<file path="src/hw/rtl/lrhd_pkg.sv">
// Types and constants shared by the log record header deframer modules.
package lrhd_pkg;

    typedef struct packed {
        logic [7:0] data_byte;
        logic       end_of_file;
    } t_in_item;

    typedef struct packed {
        logic [31:0] record_offset;
        logic [7:0]  record_type;
        logic [31:0] record_time;
        logic [15:0] payload_length;
    } t_out_item;

    localparam logic [1:0] PH_HUNT   = 2'd0;
    localparam logic [1:0] PH_HEADER = 2'd1;
    localparam logic [1:0] PH_SKIP   = 2'd2;

    localparam logic [2:0]  HEADER_LAST = 3'd6;
    localparam logic [2:0]  POS_TYPE    = 3'd0;
    localparam logic [2:0]  POS_TIME_0  = 3'd1;
    localparam logic [2:0]  POS_TIME_1  = 3'd2;
    localparam logic [2:0]  POS_TIME_2  = 3'd3;
    localparam logic [2:0]  POS_TIME_3  = 3'd4;
    localparam logic [2:0]  POS_SIZE_0  = 3'd5;
    localparam logic [2:0]  POS_SIZE_1  = 3'd6;
    localparam logic [16:0] CHECKSUM_BYTES = 17'd1;

    localparam logic [7:0] SEPARATOR_RESET = 8'd30;
    localparam int         PADDR_BITS      = 3;
    localparam logic       REG_SEPARATOR   = 1'b0;

endpackage

</file>
<file path="src/hw/rtl/lrhd_core.sv">
// Record framing state: separator hunt, header collection and payload skip.
module lrhd_core #(
    parameter int OFFSET_BITS = 32
) (
    input  logic                i_clk,
    input  logic                i_rst_n,
    input  logic                i_step,
    input  lrhd_pkg::t_in_item  i_item,
    input  logic [7:0]          i_separator,
    output logic                o_emit,
    output lrhd_pkg::t_out_item o_result
);

    logic [1:0]             r_phase, n_phase;
    logic [2:0]             r_pos, n_pos;
    logic [OFFSET_BITS-1:0] r_offset, n_offset;
    logic [OFFSET_BITS-1:0] r_start, n_start;
    logic [7:0]             r_type, n_type;
    logic [31:0]            r_time, n_time;
    logic [15:0]            r_size, n_size;
    logic [16:0]            r_skip, n_skip;
    logic [63:0]            w_start_ext;
    logic [7:0]             w_byte;

    assign w_byte      = i_item.data_byte;
    assign o_emit      = (r_phase == lrhd_pkg::PH_HEADER) && (r_pos >= lrhd_pkg::HEADER_LAST);
    assign w_start_ext = 64'(r_start);

    always_comb begin
        n_phase  = r_phase;
        n_pos    = r_pos;
        n_start  = r_start;
        n_type   = r_type;
        n_time   = r_time;
        n_size   = r_size;
        n_skip   = r_skip;
        n_offset = (r_offset != '1) ? r_offset + 1'b1 : r_offset;
        case (r_phase)
            lrhd_pkg::PH_HEADER: begin
                case (r_pos)
                    lrhd_pkg::POS_TYPE:   n_type = w_byte;
                    lrhd_pkg::POS_TIME_0: n_time = r_time | {24'd0, w_byte};
                    lrhd_pkg::POS_TIME_1: n_time = r_time | {16'd0, w_byte, 8'd0};
                    lrhd_pkg::POS_TIME_2: n_time = r_time | {8'd0, w_byte, 16'd0};
                    lrhd_pkg::POS_TIME_3: n_time = r_time | {w_byte, 24'd0};
                    lrhd_pkg::POS_SIZE_0: n_size = r_size | {8'd0, w_byte};
                    lrhd_pkg::POS_SIZE_1: n_size = r_size | {w_byte, 8'd0};
                    default: ;
                endcase
                if (r_pos >= lrhd_pkg::HEADER_LAST) begin
                    n_skip  = 17'(n_size) + lrhd_pkg::CHECKSUM_BYTES;
                    n_pos   = lrhd_pkg::POS_TYPE;
                    n_phase = lrhd_pkg::PH_SKIP;
                end else begin
                    n_pos = r_pos + 3'd1;
                end
            end
            lrhd_pkg::PH_SKIP: begin
                if (r_skip != 17'd0) begin
                    n_skip = r_skip - 17'd1;
                end
                if (n_skip == 17'd0) begin
                    n_phase = lrhd_pkg::PH_HUNT;
                end
            end
            default: begin
                n_phase = lrhd_pkg::PH_HUNT;
                if (w_byte == i_separator) begin
                    n_start = r_offset;
                    n_type  = 8'd0;
                    n_time  = 32'd0;
                    n_size  = 16'd0;
                    n_pos   = lrhd_pkg::POS_TYPE;
                    n_phase = lrhd_pkg::PH_HEADER;
                end
            end
        endcase

        o_result.record_offset  = (w_start_ext > 64'h0000_0000_FFFF_FFFF) ?
                                  32'hFFFF_FFFF : w_start_ext[31:0];
        o_result.record_type    = n_type;
        o_result.record_time    = n_time;
        o_result.payload_length = n_size;
    end

    always_ff @(posedge i_clk) begin
        if (!i_rst_n || (i_step && i_item.end_of_file)) begin
            r_phase  <= lrhd_pkg::PH_HUNT;
            r_pos    <= lrhd_pkg::POS_TYPE;
            r_offset <= '0;
            r_start  <= '0;
            r_type   <= 8'd0;
            r_time   <= 32'd0;
            r_size   <= 16'd0;
            r_skip   <= 17'd0;
        end else if (i_step) begin
            r_phase  <= n_phase;
            r_pos    <= n_pos;
            r_offset <= n_offset;
            r_start  <= n_start;
            r_type   <= n_type;
            r_time   <= n_time;
            r_size   <= n_size;
            r_skip   <= n_skip;
        end
    end

endmodule

</file>
<file path="src/hw/rtl/log_record_header_deframer_unit.sv">
// Top level of the log record header deframer: input register, framing core, result register.
// A byte that completes a header is held in the input register, and its result is captured in the result register.
// Throughput: one byte per cycle while the result side takes each result as it is offered.
// The input register and the result register let a new byte enter while a result waits.
// Reset clears the framing state and the valid flags of both registers and sets the separator to 30.
// An end-of-file byte returns the framing state to its reset value; the separator is kept.
module log_record_header_deframer_unit #(
    parameter int OFFSET_BITS = 32
) (
    input  logic                                i_clk,
    input  logic                                i_rst_n,
    input  logic                                i_in_valid,
    output logic                                o_in_ready,
    input  lrhd_pkg::t_in_item                  i_in_item,
    output logic                                o_out_valid,
    input  logic                                i_out_ready,
    output lrhd_pkg::t_out_item                 o_out_item,
    input  logic                                psel,
    input  logic                                penable,
    input  logic                                pwrite,
    input  logic [lrhd_pkg::PADDR_BITS-1:0]     paddr,
    input  logic [31:0]                         pwdata,
    output logic [31:0]                         prdata,
    output logic                                pready
);

    logic                w_sep;
    logic [7:0]          r_separator;
    logic                r_in_valid;
    lrhd_pkg::t_in_item  r_in_item;
    logic                r_out_valid;
    lrhd_pkg::t_out_item r_out_item;
    logic                w_emit;
    logic                w_out_free;
    logic                w_step;
    lrhd_pkg::t_out_item w_result;

    assign w_sep  = (paddr[lrhd_pkg::PADDR_BITS-1] == lrhd_pkg::REG_SEPARATOR);
    assign pready = 1'b1;
    assign prdata = w_sep ? {24'd0, r_separator} : 32'd0;

    always_ff @(posedge i_clk) begin
        if (!i_rst_n) begin
            r_separator <= lrhd_pkg::SEPARATOR_RESET;
        end else if (psel && penable && pwrite && w_sep) begin
            r_separator <= pwdata[7:0];
        end
    end

    assign w_out_free = !r_out_valid || i_out_ready;
    assign w_step     = r_in_valid && (!w_emit || w_out_free);
    assign o_in_ready = !r_in_valid || w_step;

    always_ff @(posedge i_clk) begin
        if (!i_rst_n) begin
            r_in_valid <= 1'b0;
        end else if (o_in_ready) begin
            r_in_valid <= i_in_valid;
        end
    end

    always_ff @(posedge i_clk) begin
        if (o_in_ready && i_in_valid) begin
            r_in_item <= i_in_item;
        end
    end

    lrhd_core #(
        .OFFSET_BITS(OFFSET_BITS)
    ) u_core (
        .i_clk       (i_clk),
        .i_rst_n     (i_rst_n),
        .i_step      (w_step),
        .i_item      (r_in_item),
        .i_separator (r_separator),
        .o_emit      (w_emit),
        .o_result    (w_result)
    );

    always_ff @(posedge i_clk) begin
        if (!i_rst_n) begin
            r_out_valid <= 1'b0;
        end else if (w_step && w_emit) begin
            r_out_valid <= 1'b1;
        end else if (i_out_ready) begin
            r_out_valid <= 1'b0;
        end
    end

    always_ff @(posedge i_clk) begin
        if (w_step && w_emit) begin
            r_out_item <= w_result;
        end
    end

    assign o_out_valid = r_out_valid;
    assign o_out_item  = r_out_item;

endmodule
</file>
<file path="config.mk">
export PLATFORM = sky130hd
export DESIGN_NAME = log_record_header_deframer_unit
export DESIGN_NICKNAME = d
export VERILOG_FILES = /design/src/hw/rtl/lrhd_pkg.sv /design/src/hw/rtl/lrhd_core.sv /design/src/hw/rtl/log_record_header_deframer_unit.sv
export SDC_FILE = /design/constraint.sdc
export NUM_CORES = 1
export LEC_CHECK = 0
export ABC_AREA = 0
export BUFFER_PORTS_ARGS = -buffer_cell sky130_fd_sc_hd__buf_4
export CORE_UTILIZATION = 55
export DETAILED_ROUTE_END_ITERATION = 10
export PLACE_DENSITY = 0.78
export SYNTH_ARGS = -nofsm -noshare
export SYNTH_HDL_FRONTEND = slang
export SYNTH_HIERARCHICAL = 1
export SYNTH_SLANG_ARGS = --single-unit
export TNS_END_PERCENT = 20
</file>
<file path="constraint.sdc">
create_clock -name i_clk -period 6.3 [get_ports i_clk]
set_clock_uncertainty 0.15 [all_clocks]
set_input_delay 0.315 -clock i_clk [delete_from_list [all_inputs] [get_ports i_clk]]
set_output_delay 0.315 -clock i_clk [all_outputs]
set_load 0.02 [all_outputs]
</file>
# [Word level (Yosys, flattened, before mapping)]
# Cells that the tools add are included.
[op_classes] add_sub_neg=4 n_lt_le_gt_ge=2 n_eq_ne=12 mux=24 bitwise_logic=9 n_reduce_logical=28
[ops] op="32-bit case mux with 4 select lines" n=1
[ops] op="16-bit case mux with 2 select lines" n=2
[ops] op="32-bit case mux with 2 select lines" n=1
[ops] op="17-bit 2-to-1 mux" n=3
[ops] op="17-bit case mux with 2 select lines" n=1
[ops] op="32-bit by 1-bit adder with 32-bit output (second input constant)" n=1
[ops] op="32-bit > comparator (second input constant)" n=1
[ops] op="16-bit 2-to-1 mux" n=2
[ops] op="32-bit 2-to-1 mux" n=1
[ops] op="32-bit != test (second input constant)" n=1
[ops] op="32-bit by 16-bit OR with 32-bit output" n=1
[ops] op="32-bit by 24-bit OR with 32-bit output" n=1
[ops] op="32-bit OR" n=1
[ops] op="32-bit by 8-bit OR with 32-bit output" n=1
[ops] op="8-bit 2-to-1 mux" n=3
[ops] op="16-bit by 1-bit adder with 17-bit output (second input constant)" n=1
[ops] op="17-bit zero test" n=1
[ops] op="17-bit nonzero test" n=1
[ops] op="17-bit by 1-bit subtractor with 17-bit output (second input constant)" n=1
[ops] op="16-bit OR" n=1
[ops] op="16-bit by 8-bit OR with 16-bit output" n=1
[ops] op="8-bit case mux with 2 select lines" n=1
[ops] op="3-bit AND reduction" n=4
[ops] op="3-bit equality test (second input constant)" n=3
[ops] op="other kinds (22)" n=44
[word_totals] register_bits=249 in_bits=51 output_inout_bits=123

# [Longest topological paths before layout]
[logic_depth] ltp_word=7 depth_mapped=12

# [Hierarchy]
# Netlist, hierarchy kept.
[by_module_without_submodules] module="lrhd_core" instances=1 cells_each=1019 area_per_inst_um2=7775.0 seq_area_each_um2=2842.7
[by_module_without_submodules] module="log_record_header_deframer_unit" instances=1 cells_each=179 area_per_inst_um2=3626.0 seq_area_each_um2=3113.0

# [Least setup slack after synthesis]
# OpenSTA, ideal clock, no wires.
[synth_timing] path_type="register to register" start="register u_core.r_pos[0]" end="register r_out_item, in the netlist o_out_item[0], enable pin" setup_time_ns=0.535 arrival_ns=4.704 required_ns=5.615 path_slack_ns=0.911 stages_incl_launch_ff=7 path_buffers=0 synth_period_minus_slack_ns=5.389 path_cell_list="dfxtp_1 inv_1 ha_1 o21ai_0 nor2_1 nand2_1 nor2_1"
[synth_via] elab_chain_cells=6
[synth_lines] element="start: declaration" line="lrhd_core.sv:15" source="logic [2:0] r_pos, n_pos;"
[synth_lines] element="start signal: assignment" line="lrhd_core.sv:89" source="r_pos <= lrhd_pkg::POS_TYPE;"
[synth_lines] element="start signal: assignment" line="lrhd_core.sv:98" source="r_pos <= n_pos;"
[synth_lines] element="3-bit greater-or-equal comparator (*)" line="lrhd_core.sv:26" source="assign o_emit = (r_phase == lrhd_pkg::PH_HEADER) && (r_pos >= lrhd_pkg::HEADER_LAST);"
[synth_lines] element="1-bit logical AND (*)" line="lrhd_core.sv:26"
[synth_lines] element="via w_emit" line="log_record_header_deframer_unit.sv:33" source="logic w_emit;"
[synth_lines] element="1-bit zero test" line="log_record_header_deframer_unit.sv:51" source="assign w_step = r_in_valid && (!w_emit || w_out_free);"
[synth_lines] element="1-bit logical OR" line="log_record_header_deframer_unit.sv:51"
[synth_lines] element="1-bit logical AND" line="log_record_header_deframer_unit.sv:51"
[synth_lines] element="1-bit logical AND (*)" line="log_record_header_deframer_unit.sv:91" source="if (w_step && w_emit) begin"
[synth_lines] element="end signal: assignment" line="log_record_header_deframer_unit.sv:92" source="r_out_item <= w_result;"
[synth_lines] element="end: declaration" line="log_record_header_deframer_unit.sv:32" source="lrhd_pkg::t_out_item r_out_item;"
# The timed path passes the listed nets; every way through them passes the cells marked *.
# A chain may end at the register's enable or synchronous reset.

# [Worst setup path in the final report]
[layout_timing] start="register u_core.r_pos[0]" end="register u_core.r_size[6]"
[layout_via] elab_chain_cells=7 word_cells_on_any_way=12 cone_classes="1 x order compare; 2 x eq/ne; 3 x mux; 6 x reduce/logical"
[layout_lines] element="3-bit greater-or-equal comparator (*)" line="lrhd_core.sv:26"
[layout_lines] element="1-bit logical AND (*)" line="lrhd_core.sv:26"
[layout_lines] element="via w_emit" line="log_record_header_deframer_unit.sv:33"
[layout_lines] element="1-bit zero test (*)" line="log_record_header_deframer_unit.sv:51"
[layout_lines] element="1-bit logical OR (*)" line="log_record_header_deframer_unit.sv:51"
[layout_lines] element="1-bit logical AND (*)" line="log_record_header_deframer_unit.sv:51"
[layout_lines] element="via w_step" line="log_record_header_deframer_unit.sv:35" source="logic w_step;"
[layout_lines] element="1-bit logical AND" line="lrhd_core.sv:87" source="if (!i_rst_n || (i_step && i_item.end_of_file)) begin"
[layout_lines] element="1-bit logical OR" line="lrhd_core.sv:87"
[layout_lines] element="end signal: assignment" line="lrhd_core.sv:103" source="r_size <= n_size;"
[layout_lines] element="end: declaration" line="lrhd_core.sv:20" source="logic [15:0] r_size, n_size;"
# The timed path passes the listed nets; every way through them passes the cells marked *. The select of a mux whose other input is x is not followed.

==> impl_metrics.csv <==
group,metric,value,unit
setup_path,arrival,4.28,ns
setup_path,cp-start-kind,"register",
global_routing,grt_pass1_vias,8580,
timing,worstMarginPinSlew,1.08,ns
floorplan,rows,52,
clock_network,cts_buffers,24,
final_layout,drive_above_1_share,16.2,%
global_routing,gr-usage-all-layers,24.6,%
drt,avgViaCountPerCell,5.78,
global_routing,grt_max_degree,94,
timing,drv_slew,0,
drt,vias,9212,
synth,yosysMostFrequentCell,"nand2_1",
final_layout,fin_cells,1593,
synth,ys_seq_elements,249,
synth,synthDistinctLibCells,72,
run,max_cap_violations,0,
clock_network,postCtsSetupBuffers,0,
floorplan,start_util,56.2,%
final_layout,n_antenna_cell,0,
floorplan,dieArea,21300,um^2
synth,ys.flop_type,"dfxtp_1",
timing,rsz0062_at_grt,"no",
power_and_ir_drop,seqPwrFrac,50.4,%
synth,syn_area,11400,um^2
clock_network,clk_pin_slew,0.06,ns
synth,synth_top_area_share,26.7,%
setup_path,required,6.50,ns
drt,final_antenna_net_count,0,
synth,ys_warn_count,6,
clock_network,cts_root_buf,"clkbuf_16",
timing,setup_viol,0,
synth,synth_edf_count,97,
power_and_ir_drop,vdd_drop_max,0.241,mV
floorplan,die_x,146,um
timing,slew_headroom,27.6,%
synth,syn_inst,1198,
synth,ys_seq_area_share,52.2,%
synth,yosys-top-cells-count,"nand2_1 (156), dfxtp_1 (152), nor2_1 (141)",
power_and_ir_drop,power_density,253,nW/um^2
hold_path,hp-start,"i_rst_n",
timing,max_freq,245,MHz
floorplan,io_pins,174,
power_and_ir_drop,p_total,3.40,mW
placed_design,place_inst,1525,
drt,wl_per_cell,16.5,um
power_and_ir_drop,pwr-share-clk,45.5,%
global_routing,grt_pass1_wl,42900,um
drt,drt_first_pass_iters,6,
global_routing,antenna_found_initial,0,
placed_design,hpwl,16800,um
timing,hold_viol,0,
synth,synth.area.top_cells,"dfxtp_1 (27%), edfxtp_1 (26%), nand2_1 (5.1%)",
synth,ys_async_sr_fraction,0,%
final_layout,area_growth,17.9,%
clock_network,h-tree-depth,1,
floorplan,die_y,146,um
clock_network,clk_latency,0.52,ns
drt,drtIter0Drc,740,
drt,remaining_drc_errors,0,
floorplan,core,20300,um^2
final_layout,final_util,66.2,%
timing,hold_slack,0.0161,ns
setup_path,endpoint_kind,"register",
placed_design,port_buffers,122,
setup_path,r2r_start,"u_core/r_pos[0]$_SDFFE_PP0P_",
timing,tns,0,ns
timing,timing.final.crit_share,64.7,%
synth,yosysTopAreaCell,"dfxtp_1",
power_and_ir_drop,p_leak,4.80,nW
outcome,status,"finished, final reports clean",
placed_design,routabilityCongestion,0.922,
power_and_ir_drop,swShare,21.5,%
timing,finalCriticalPeriod,4.08,ns
setup_path,crit_type,"reg2reg",
global_routing,overflow,0,
clock_network,cts_tree,"built",
drt,routed_wl,26300,um
final_layout,nets,1367,
clock_network,clock_path_buffers,3,
power_and_ir_drop,combinationalPowerShare,4.0,%
power_and_ir_drop,internal_power,2.67,mW
setup_path,path_max_fanout,93,
clock_network,cts.sinks,249,
power_and_ir_drop,switchingPower,0.730,mW
setup_path,cp-startpoint,"u_core/r_pos[0]$_SDFFE_PP0P_",
synth,syn_area_per_cell,9.52,um^2
hold_path,hold_path.class,"in2reg",
worst max-delay path: stages (launching register included):
cell and delay, ns:
dfxtp_1 0.41, inv_1 0.08, ha_1 0.29, o21ai_0 0.42, nor2_1 0.24, a21boi_4 0.16, buf_4 0.32, buf_4 0.87
o21ai_1 0.50, nor2_1 0.31, nor3_1 0.09
cell type report:
class / instances / area [um^2]
Tap cell: 270 / 338
Timing Repair Buffer: 157 / 1250
Clock buffer: 28 / 636
Inverter: 18 / 67.6
Fill cell: 1628 / 6860
Clock inverter: 16 / 230
Multi-Input combinational cell: 855 / 4960
Sequential cell: 249 / 5960
state kept, by name, indices dropped and copies added, names as in the netlist:
register         flops
o_out_item          88
o_out_valid          1
r_in_item            9
r_in_valid           1
r_separator          8
u_core/r_offset     32
u_core/r_phase       2
u_core/r_pos         3
u_core/r_size       16
u_core/r_skip       17
u_core/r_start      32
u_core/r_time       32
u_core/r_type        8
power groups by stage:
stage | logic, mW | clock network, mW | registers [mW]
final | 0.137 | 1.55 | 1.71
after global placement | 0.121 | 0 | 1.75
after detailed placement | 0.124 | 0 | 1.75
after CTS | 0.135 | 1.57 | 1.71
after floorplan | 0.113 | 0 | 1.72
after global routing | 0.149 | 1.63 | 1.71
worst paths after layout:
check	depth (start not counted)	end	slack, ns
max	10	u_core/r_size[6]$_SDFFE_PP0P_	2.22
min	3	r_separator[6]$_SDFFE_PN0P_	0.02
max reg2reg	10	u_core/r_size[6]$_SDFFE_PP0P_	2.22
min reg2reg	0	o_out_item[69]$_DFFE_PP_	0.28
timing repair:
item,4_1_cts,5_1_grt
resized for setup,0,0
endpoints found under the setup margin,0,0
hold endpoints to repair,19,0
hold buffers,24,0
cells by family after synthesis:
family / synth area share (%)
AO/OA/AOI/OAI: 12.9
XOR/XNOR: 3.53
adder cells (fa/ha/maj): 1.21
buffers and inverters: 5.26
flip-flops: 52.2
multiplexers: 3.01
other: 0.0659
AND/OR/NAND/NOR: 21.7
placed cells by master, fill, tap and decap left out, types with 12 or more instances in the layout:
master and n:
mux2i_1 32, nand4_1 13, dlygate4sd3_1 24, inv_1 18, nand3_1 85, a311oi_1 26
a31oi_1 18, nor2_1 139, xor2_1 27, clkbuf_16 24, edfxtp_1 97, a22oi_1 12
a21oi_1 82, buf_4 132, nand2_1 155, o21ai_0 29, nor3_1 22, conb_1 25
and3_1 12, xnor2_1 19, dfxtp_1 152
metal layers:
| layer | routed length (um) | GRT usage [%] | vias to the layer above |
|---|---|---|---|
| met1 | 11600 | 34.2 | 4342 |
| li1 | - | - | 4470 |
| met3 | 1910 | 3.54 | 41 |
| met2 | 12200 | 39.6 | 359 |
| met4 | 597 | 7.76 | 0 |
| met5 | 0 | 0 | - |
stage by stage:
step | cell area (um^2) | setup slack (ns)
6_report | 13400 | 2.22
5_1_grt | 13400 | 1.81
4_1_cts | 13400 | 2.25
3_5_place_dp | 12300 | 2.29
3_3_place_gp | 12300 | 2.35
2_1_floorplan | 11500 | 0.911
Power figures use the tool's default switching activity.
